## config.mk

```make
export PLATFORM = sky130hd
export DESIGN_NAME = pfib_ctrl
export DESIGN_NICKNAME = d
export VERILOG_FILES = /design/src/hdl/pfib_pkg.sv /design/src/hdl/pfib_ctrl.sv
export SDC_FILE = /design/constraint.sdc
export NUM_CORES = 1
export LEC_CHECK = 0
export BUFFER_PORTS_ARGS = -buffer_cell sky130_fd_sc_hd__buf_2
export CORE_AREA = 2 2 39 41
export CTS_BUF_LIST = sky130_fd_sc_hd__clkbuf_16
export DETAILED_ROUTE_END_ITERATION = 8
export DIE_AREA = 0 0 41 43
export SETUP_SLACK_MARGIN = 0.3
export SLEW_MARGIN = 15
export SYNTH_ARGS = -nofsm -noshare
export SYNTH_HDL_FRONTEND = slang
export SYNTH_SLANG_ARGS = --single-unit
```

## constraint.sdc

```tcl
create_clock -name clk -period 1.2 [get_ports clk]
set_input_delay 0.06 -clock clk [delete_from_list [all_inputs] [get_ports clk]]
set_output_delay 0.06 -clock clk [all_outputs]
set_load 0.05 [all_outputs]
```

## src/hdl/pfib_pkg.sv

```systemverilog
// ----------------------------------------------------------------------------
// pfib_pkg
// Types and constants shared by the paged flash image buffer.
// ----------------------------------------------------------------------------
`default_nettype none

package pfib_pkg;

	localparam logic [1:0] KIND_WRITE = 2'd0;
	localparam logic [1:0] KIND_READ  = 2'd1;
	localparam logic [1:0] KIND_END   = 2'd2;
	localparam logic [1:0] KIND_CLEAR = 2'd3;

	localparam logic REG_PAGE_WORDS = 1'b0;
	localparam logic REG_PAGE_CAP   = 1'b1;

	localparam logic [7:0] ERASED_BYTE = 8'hFF;
	localparam logic [8:0] PAGE_WORDS_RST = 9'd64;
	localparam logic [12:0] PAGE_CAP_RST = 13'd0;
	localparam int QUO_W = 16;

	typedef struct packed {
		logic [1:0]  kind;
		logic [16:0] byte_address;
		logic [7:0]  write_byte;
	} req_t;

	typedef struct packed {
		logic        address_error;
		logic [7:0]  read_byte;
		logic [2:0]  word_marks;
		logic [2:0]  page_marks;
		logic [2:0]  image_marks;
	} rsp_t;

	typedef struct packed {
		logic latch_in;
		logic div_init;
		logic div_step;
		logic check;
		logic mem_read;
		logic mem_write;
		logic sweep_start;
		logic sweep_run;
		logic result_load;
	} cmd_t;

	typedef struct packed {
		logic [1:0] kind;
		logic       div_done;
		logic       sweep_last;
	} sts_t;

endpackage

`default_nettype wire

```

## src/hdl/pfib_ctrl.sv

```systemverilog
// ----------------------------------------------------------------------------
// pfib_ctrl
// Sequencer: reset clearing pass, address division, memory access, sweeps, response.
// ----------------------------------------------------------------------------
`default_nettype none

module pfib_ctrl (
	input  wire logic           clk,
	input  wire logic           arst_n,
	input  wire logic           req_valid,
	output logic                req_ready,
	output logic                rsp_valid,
	input  wire logic           rsp_ready,
	input  wire pfib_pkg::sts_t sts,
	output pfib_pkg::cmd_t      cmd
);

	localparam logic [2:0] ST_INIT  = 3'd0;
	localparam logic [2:0] ST_IDLE  = 3'd1;
	localparam logic [2:0] ST_DISP  = 3'd2;
	localparam logic [2:0] ST_DIV   = 3'd3;
	localparam logic [2:0] ST_CHECK = 3'd4;
	localparam logic [2:0] ST_READ  = 3'd5;
	localparam logic [2:0] ST_UPD   = 3'd6;
	localparam logic [2:0] ST_HOLD  = 3'd7;

	logic [2:0] state_q, state_d;
	logic       sweep_q, sweep_d;
	logic       rsp_valid_q;
	logic       can_load;

	assign can_load  = !rsp_valid_q || rsp_ready;
	assign req_ready = (state_q == ST_IDLE);
	assign rsp_valid = rsp_valid_q;

	always_comb begin
		state_d = state_q;
		sweep_d = sweep_q;
		cmd     = '0;
		unique case (state_q)
			ST_INIT: begin
				cmd.sweep_run = 1'b1;
				if (sts.sweep_last) state_d = ST_IDLE;
			end
			ST_IDLE: begin
				if (req_valid) begin
					cmd.latch_in = 1'b1;
					state_d = ST_DISP;
				end
			end
			ST_DISP: begin
				case (sts.kind) inside
					pfib_pkg::KIND_END, pfib_pkg::KIND_CLEAR: begin
						cmd.sweep_start = 1'b1;
						sweep_d = 1'b1;
						state_d = ST_DIV;
					end
					default: begin
						cmd.div_init = 1'b1;
						state_d = ST_DIV;
					end
				endcase
			end
			ST_DIV: begin
				if (sweep_q) begin
					cmd.sweep_run = 1'b1;
					if (sts.sweep_last) begin
						sweep_d = 1'b0;
						state_d = ST_HOLD;
					end
				end else if (sts.div_done) begin
					state_d = ST_CHECK;
				end else begin
					cmd.div_step = 1'b1;
				end
			end
			ST_CHECK: begin
				cmd.check = 1'b1;
				state_d = ST_READ;
			end
			ST_READ: begin
				cmd.mem_read = 1'b1;
				state_d = ST_UPD;
			end
			ST_UPD: begin
				if (can_load) begin
					cmd.mem_write   = 1'b1;
					cmd.result_load = 1'b1;
					state_d = ST_IDLE;
				end
			end
			ST_HOLD: begin
				if (can_load) begin
					cmd.result_load = 1'b1;
					state_d = ST_IDLE;
				end
			end
			default: state_d = ST_INIT;
		endcase
	end

	always_ff @(posedge clk or negedge arst_n) begin
		if (!arst_n) begin
			state_q     <= ST_INIT;
			sweep_q     <= 1'b0;
			rsp_valid_q <= 1'b0;
		end else begin
			state_q <= state_d;
			sweep_q <= sweep_d;
			if (cmd.result_load) rsp_valid_q <= 1'b1;
			else if (rsp_ready) rsp_valid_q <= 1'b0;
		end
	end

endmodule

`default_nettype wire

```

==> metrics.cfg, run 1 <==
[clock_network]
numCtsBuffers = 3
cts_tree = yes
clkSlewWorstSetupHoldPaths_ns = 0.03
root_buffer = clkbuf_16
clk_latency_ns = 0.23
htreeDepth = 1
cts_buffer_depth = 2
clock_sinks = 5

[sta]
final-hold-violation-count = 0
fmax_ghz = 0.687
rsz0062_at_grt = true
relSlewSlack_pct = 81.5
fin_skew_ns = 0.000853
period_needed_ns = 1.45
slew_violations = 0
worst-slew-pin-transition_ns = 0.278
setup_slack_ns = -0.255
fin_crit_sh_pct = 121
setup_viol = 12

[placement]
placed_cell_area_um2 = 707
hpwl_um = 999
port_buffers = 17
place_congestion = 0.690

[layout]
layout_commonest_cell = buf_6
area_growth_pct = 183
final_core_util_pct = 73.5
final_area_um2 = 1020
final_cell_mix = 18 x buf_6, 16 x buf_4, 6 x buf_2
fin_nets = 95
drive_above_1_share_pct = 83.7
diodes = 0

[power_and_ir_drop]
fin_total_pwr_uw = 3580
p_leak_uw = 0.000458
p_sw_uw = 1590
power_density_nw_per_um2 = 3520
netSwitchingFraction_pct = 44.4
pwr-share-clk_pct = 15.3
intPower_uw = 1990
peakVddDrop_v = 0.00172
combPwrFrac_pct = 72.5
seq_power_share_pct = 12.2

[route]
wl_met3_um = 56
wl_met1_um = 693
num_vias = 527
drc_errors = 0
drt-initial-drc-count = 5
topRoutingLayerUsed = met4
dr_wl_met2_um = 1110
ant_nets = 0
vias_per_cell = 5.17
wl_per_cell_um = 19.0
routed_wl_um = 1940
first_pass_iters = 3

[yosys]
yosysTopAreaCell = dfrtp_1
synth_top_family_by_area = simple AND/OR/NAND/NOR gates
synth_xor_area_share_pct = 0
yosysTopAreaCellShare_pct = 34.8
syn-mean-instance-area_um2 = 8.35
yosysSeqAreaShare_pct = 34.8
synth_area_leaders = dfrtp_1 35%, nor3b_1 6.3%, nor4b_1 4.9%
synth-seq-cells = 5
synth_compound_area_share_pct = 13.2
syn_inst = 43
netlist_area_um2 = 359
syn-num-nets = 51
synth_mux_area_share_pct = 3.14
synthAdderAreaFrac_pct = 0
synth.distinct_cells = 26
synthSimpleGateAreaFrac_pct = 42.5
ys_warn_count = 0

[critical_path]
rrSetupSlack_ns = -0.25
cp-end-kind = output port
crit_required_ns = 1.14
path_max_fanout = 4
arrival_ns = 1.39
cp-start-kind = flop
worstSetupPathType = flop to output port

[die]
start_util_pct = 25.9
die_area_um2 = 1760
coreArea_um2 = 1380
die_h_um = 43
die_w_um = 41
rows = 14
ios = 19

[global_routing]
track_usage_pct = 26.2
antenna_found_initial = 0
overflow = 0
grt_max_degree = 9
grt_pass1_wl_um = 2820
grt_pass1_vias = 554

[worst_hold_path]
hp-class = input pin to flop

[status]
violations = setup timing
status = complete, but fails checks

[flow_run]
maxCapViolations = 0

-- power by group through the flow --
stage	sequential, µW	combinational (µW)	clock, µW
3_5_place_dp	389	1860	0
6_report	436	2600	550
4_1_cts	407	2340	554
3_3_place_gp	380	1830	0
5_1_grt	441	2720	575
2_1_floorplan	384	1340	0
-- final cells by class --
class,instances,area [µm²]
timing repair buffer,43,393
multi-input combinational,33,387
fill,96,367
sequential,5,131
clock buffer,3,75.1
tap,16,20.0
inverter,1,7.51
clock inverter,1,3.75
-- flip-flops by register name, indices dropped and copies added (netlist names) --
signal	flops
rsp_valid	1
state_q	3
sweep_q	1
-- per-stage QoR --
step	setup WS [ns]	instances	setup TNS [ns]	hold slack, ns
after floorplan	-0.0886	43	-0.416	-0.236
after global placement	-0.0739	89	-0.383	-0.116
after detailed placement	-0.119	89	-0.695	-0.112
after CTS	-0.195	99	-1.47	0.141
after global routing	-0.294	102	-2.50	0.167
final	-0.255	102	-2.06	0.146
-- synth_stat cells, drive strengths merged --
library cell,count
nand2,4
inv,1
and3,1
nand2b,2
a31oi,1
or3,1
or4bb,1
nor3b,3
nor4b,2
nor2,2
clkbuf,1
nand3b,1
o21ai,3
and2,1
or3b,1
nor4bb,1
o211ai,1
a21oi,2
dfrtp,5
nor3,1
a31o,1
nand3,2
buf,3
or2,1
mux2,1
-- cell families (layout without fill, tap and decap cells) --
kind of cell    after synthesis  after routing
simple gates                 24             24
compound gates                8              8
flops                         5              5
buf+inv                       5             48
mux                           1              1
-- final timing paths --
check,from,to,cells after the start
min reg2reg,rsp_valid,rsp_valid,2
min in group asynchronous,arst_n,rsp_valid,2
max,state_q[2],cmd[6],4
max reg2reg,state_q[2],state_q[0],4
max in group asynchronous,arst_n,state_q[1],2
min,rsp_ready,rsp_valid,3
-- layer usage --
layer / vias up / track usage, %
met3: 8 / 7.33
met1: 262 / 26.7
met5: - / 0
met2: 16 / 41.6
li1: 241 / -
met4: 0 / 20.7
-- what timing repair did --
action,CTS,global route
hold buffers,1,0
gates resized for setup,36,10
setup endpoints to repair,15,15
hold endpoints to repair,5,0
buffers inserted,5,3
pin swaps,6,3
-- critical path, cell delays in order, from the launching register on --
cell	delay, ns
dfrtp_2	0.43
nand2b_4	0.17
buf_6	0.12
nor4b_4	0.25
buf_6	0.20
(Power assumes the default switching activity.)
==> run 2: changes to the inputs <==
CORE_AREA = 5 5 42 44   (was 2 2 39 41)
DIE_AREA = 0 0 47 49   (was 0 0 41 43)
==> run 2 against run 1 <==
Against the previous run: the run still ends with setup timing left; total power shrank 5.9%; final area shrank 4.6%; die area grew 31%; sequential share of layout area grew 0.49 points; critical path type unchanged; largest cell class unchanged.
==> metrics.cfg, run 2 (same netlist as run 1, synthesis figures left out) <==
[status]
status = complete, but fails checks  ; unchanged
violations = setup timing  ; unchanged

[global_routing]
grt_pass1_wl_um = 2410  ; was 2820 µm
track_usage_pct = 14.8  ; was 26.2%
grtUsageMet1_pct = 18.6  ; was 26.7%
grt-busiest-layer = met2  ; unchanged
antenna_found_initial = 0  ; unchanged
overflow = 0  ; unchanged
grt_max_degree = 9  ; unchanged
use_met2_pct = 23.1  ; was 41.6%
grt_pass1_vias = 529  ; was 554
grt_use_met3_pct = 1.11  ; was 7.33%

[placement]
port_buffers = 17  ; unchanged
place_congestion = 0.676  ; was 0.690
hpwl_um = 916  ; was 999 µm
place_inst = 83  ; was 89

[critical_path]
crit_buf_inv = 2  ; unchanged
slowest_stage = dfrtp_1  ; was dfrtp_2
crit_required_ns = 1.14  ; about the same
path_max_fanout = 4  ; unchanged
arrival_ns = 1.32  ; was 1.39 ns
path_depth = 4  ; unchanged
crit_family = flip-flops  ; unchanged
r2r_cells = 5  ; was 4
crit_path_max_incr_delay_ns = 0.40  ; was 0.43 ns
cp-end-kind = output port  ; unchanged
cp-start-kind = flop  ; unchanged
path_cells = nand2b_4, buf_6, nor4b_4, buf_6  ; unchanged
cpMostUsedCell = buf_6  ; unchanged
worstSetupPathType = flop to output port  ; unchanged

[layout]
fin_nets = 89  ; was 95
final_core_util_pct = 69.3  ; was 73.5%
layout_commonest_cell = buf_6  ; unchanged
fin_cells = 96  ; was 102
largest_register_ffs = 3  ; unchanged
final_cell_mix = 20 x buf_6, 7 x buf_4, 6 x buf_2  ; was 18 x buf_6, 16 x buf_4, 6 x buf_2
top_register = state_q  ; unchanged
drive_above_1_share_pct = 81.3  ; was 83.7%
nFillCells = 95  ; was 96
diodes = 0  ; unchanged
area_growth_pct = 170  ; was 183%

[sta]
fmax_ghz = 0.725  ; was 0.687 GHz
relSlewSlack_pct = 85.8  ; was 81.5%
setup_viol = 12  ; unchanged
tns_ns = -1.41  ; was -2.06 ns
rsz0062_at_grt = true  ; unchanged
period_needed_ns = 1.38  ; was 1.45 ns
final-hold-violation-count = 0  ; unchanged
setup_slack_ns = -0.179  ; was -0.255 ns
slew_violations = 0  ; unchanged
worst-slew-pin-transition_ns = 0.213  ; was 0.278 ns
fin_skew_ns = 0.00225  ; was 0.000853 ns
fin_crit_sh_pct = 115  ; was 121%

[die]
coreArea_um2 = 1400  ; was 1380 µm²
die_h_um = 49  ; was 43 µm
ios = 19  ; unchanged
die_w_um = 47  ; was 41 µm
rows = 14  ; unchanged
die_area_um2 = 2300  ; was 1760 µm²
start_util_pct = 25.6  ; was 25.9%

[power_and_ir_drop]
p_leak_uw = 0.000434  ; was 0.000458 µW
peakVddDrop_v = 0.00162  ; was 0.00172 V
power_density_nw_per_um2 = 3470  ; was 3520 nW/µm²

[route]
drt-initial-drc-count = 11  ; was 5
routed_wl_um = 1460  ; was 1940 µm
vias_per_cell = 5.02  ; was 5.17
num_vias = 482  ; was 527
first_pass_iters = 4  ; was 3
drc_errors = 0  ; unchanged
ant_nets = 0  ; unchanged
wl_per_cell_um = 15.2  ; was 19.0 µm

[clock_network]
root_buffer = clkbuf_16  ; unchanged
clock_sinks = 5  ; unchanged
clk_latency_ns = 0.23  ; about the same
clkSlewWorstSetupHoldPaths_ns = 0.04  ; was 0.03 ns
cts_tree = yes  ; unchanged
cts_buffer_depth = 2  ; unchanged
htreeDepth = 1  ; unchanged
numCtsBuffers = 3  ; unchanged

[worst_hold_path]
min_path_cells = 3  ; unchanged
hp-class = input pin to flop  ; unchanged

[flow_run]
maxCapViolations = 0  ; unchanged

-- run 2: cell types whose count changed in the layout (fill, tap and decap cells not counted), sizes merged --
cell	previous run	this run
buf	42	36
-- run 2: path summary, 6_finish.rpt --
kind	slack [ns]	to	from
worst max-delay path	-0.18	cmd[6]	state_q[2]
worst min-delay path	0.14	rsp_valid	rsp_ready
worst max register to register	-0.11	state_q[0]	state_q[1]
worst min register to register	0.55	rsp_valid	rsp_valid
max in group asynchronous	0.89	state_q[1]	arst_n
min in group asynchronous	0.17	state_q[0]	arst_n
-- run 2: layout make-up --
cell class | instances | area (µm²) | share of cell area, %
flip-flops and latches | 5 | 130 | 13.4
multi-input cells | 33 | 367 | 37.8
repair buffers | 37 | 368 | 37.9
clock buffers | 3 | 75.1 | 7.73
clock inverters | 1 | 3.75 | 0.387
well taps | 16 | 20.0 | 2.06
inverters | 1 | 7.51 | 0.773
-- run 2: what timing repair did --
item / 4_1_cts / 5_1_grt
endpoints found under the hold margin: 5 / 0
pin swaps: 3 / 6
setup buffers: 6 / 2
endpoints found under the setup margin: 16 / 15
hold buffers: 1 / 0
gates resized for setup: 39 / 8
-- run 2: worst reg2reg max path: cells and delay by family, from the launching register on --
family	cells	cell delay [ns]
and+or+nand+nor	1	0.38
DFF	1	0.36
buffers and inverters	2	0.22
AOI/OAI and AO/OA	2	0.22
-- run 2: power breakdown --
group / leakage (µW) / internal, µW / switching, µW
Combinational: 0.000338 / 1210 / 1240
Sequential: 0.0000541 / 266 / 111
Clock: 0.0000423 / 432 / 117
-- run 2: metrics by stage --
stage / setup slack (ns) / power (µW) / hold slack (ns) / area [µm²]
final: -0.179 / 3370 / 0.137 / 971
after global routing: -0.248 / 3550 / 0.150 / 971
after CTS: -0.191 / 3230 / 0.139 / 931
after detailed placement: -0.0795 / 2150 / -0.122 / 674
after global placement: -0.0727 / 2120 / -0.122 / 674
after floorplan: -0.0886 / 1720 / -0.236 / 522
-- run 2: per-layer routing --
layer	share of wire, %	wire [µm]
met5	0	0
met1	42	614
met4	1.6	23
met3	1.9	28
met2	54	790
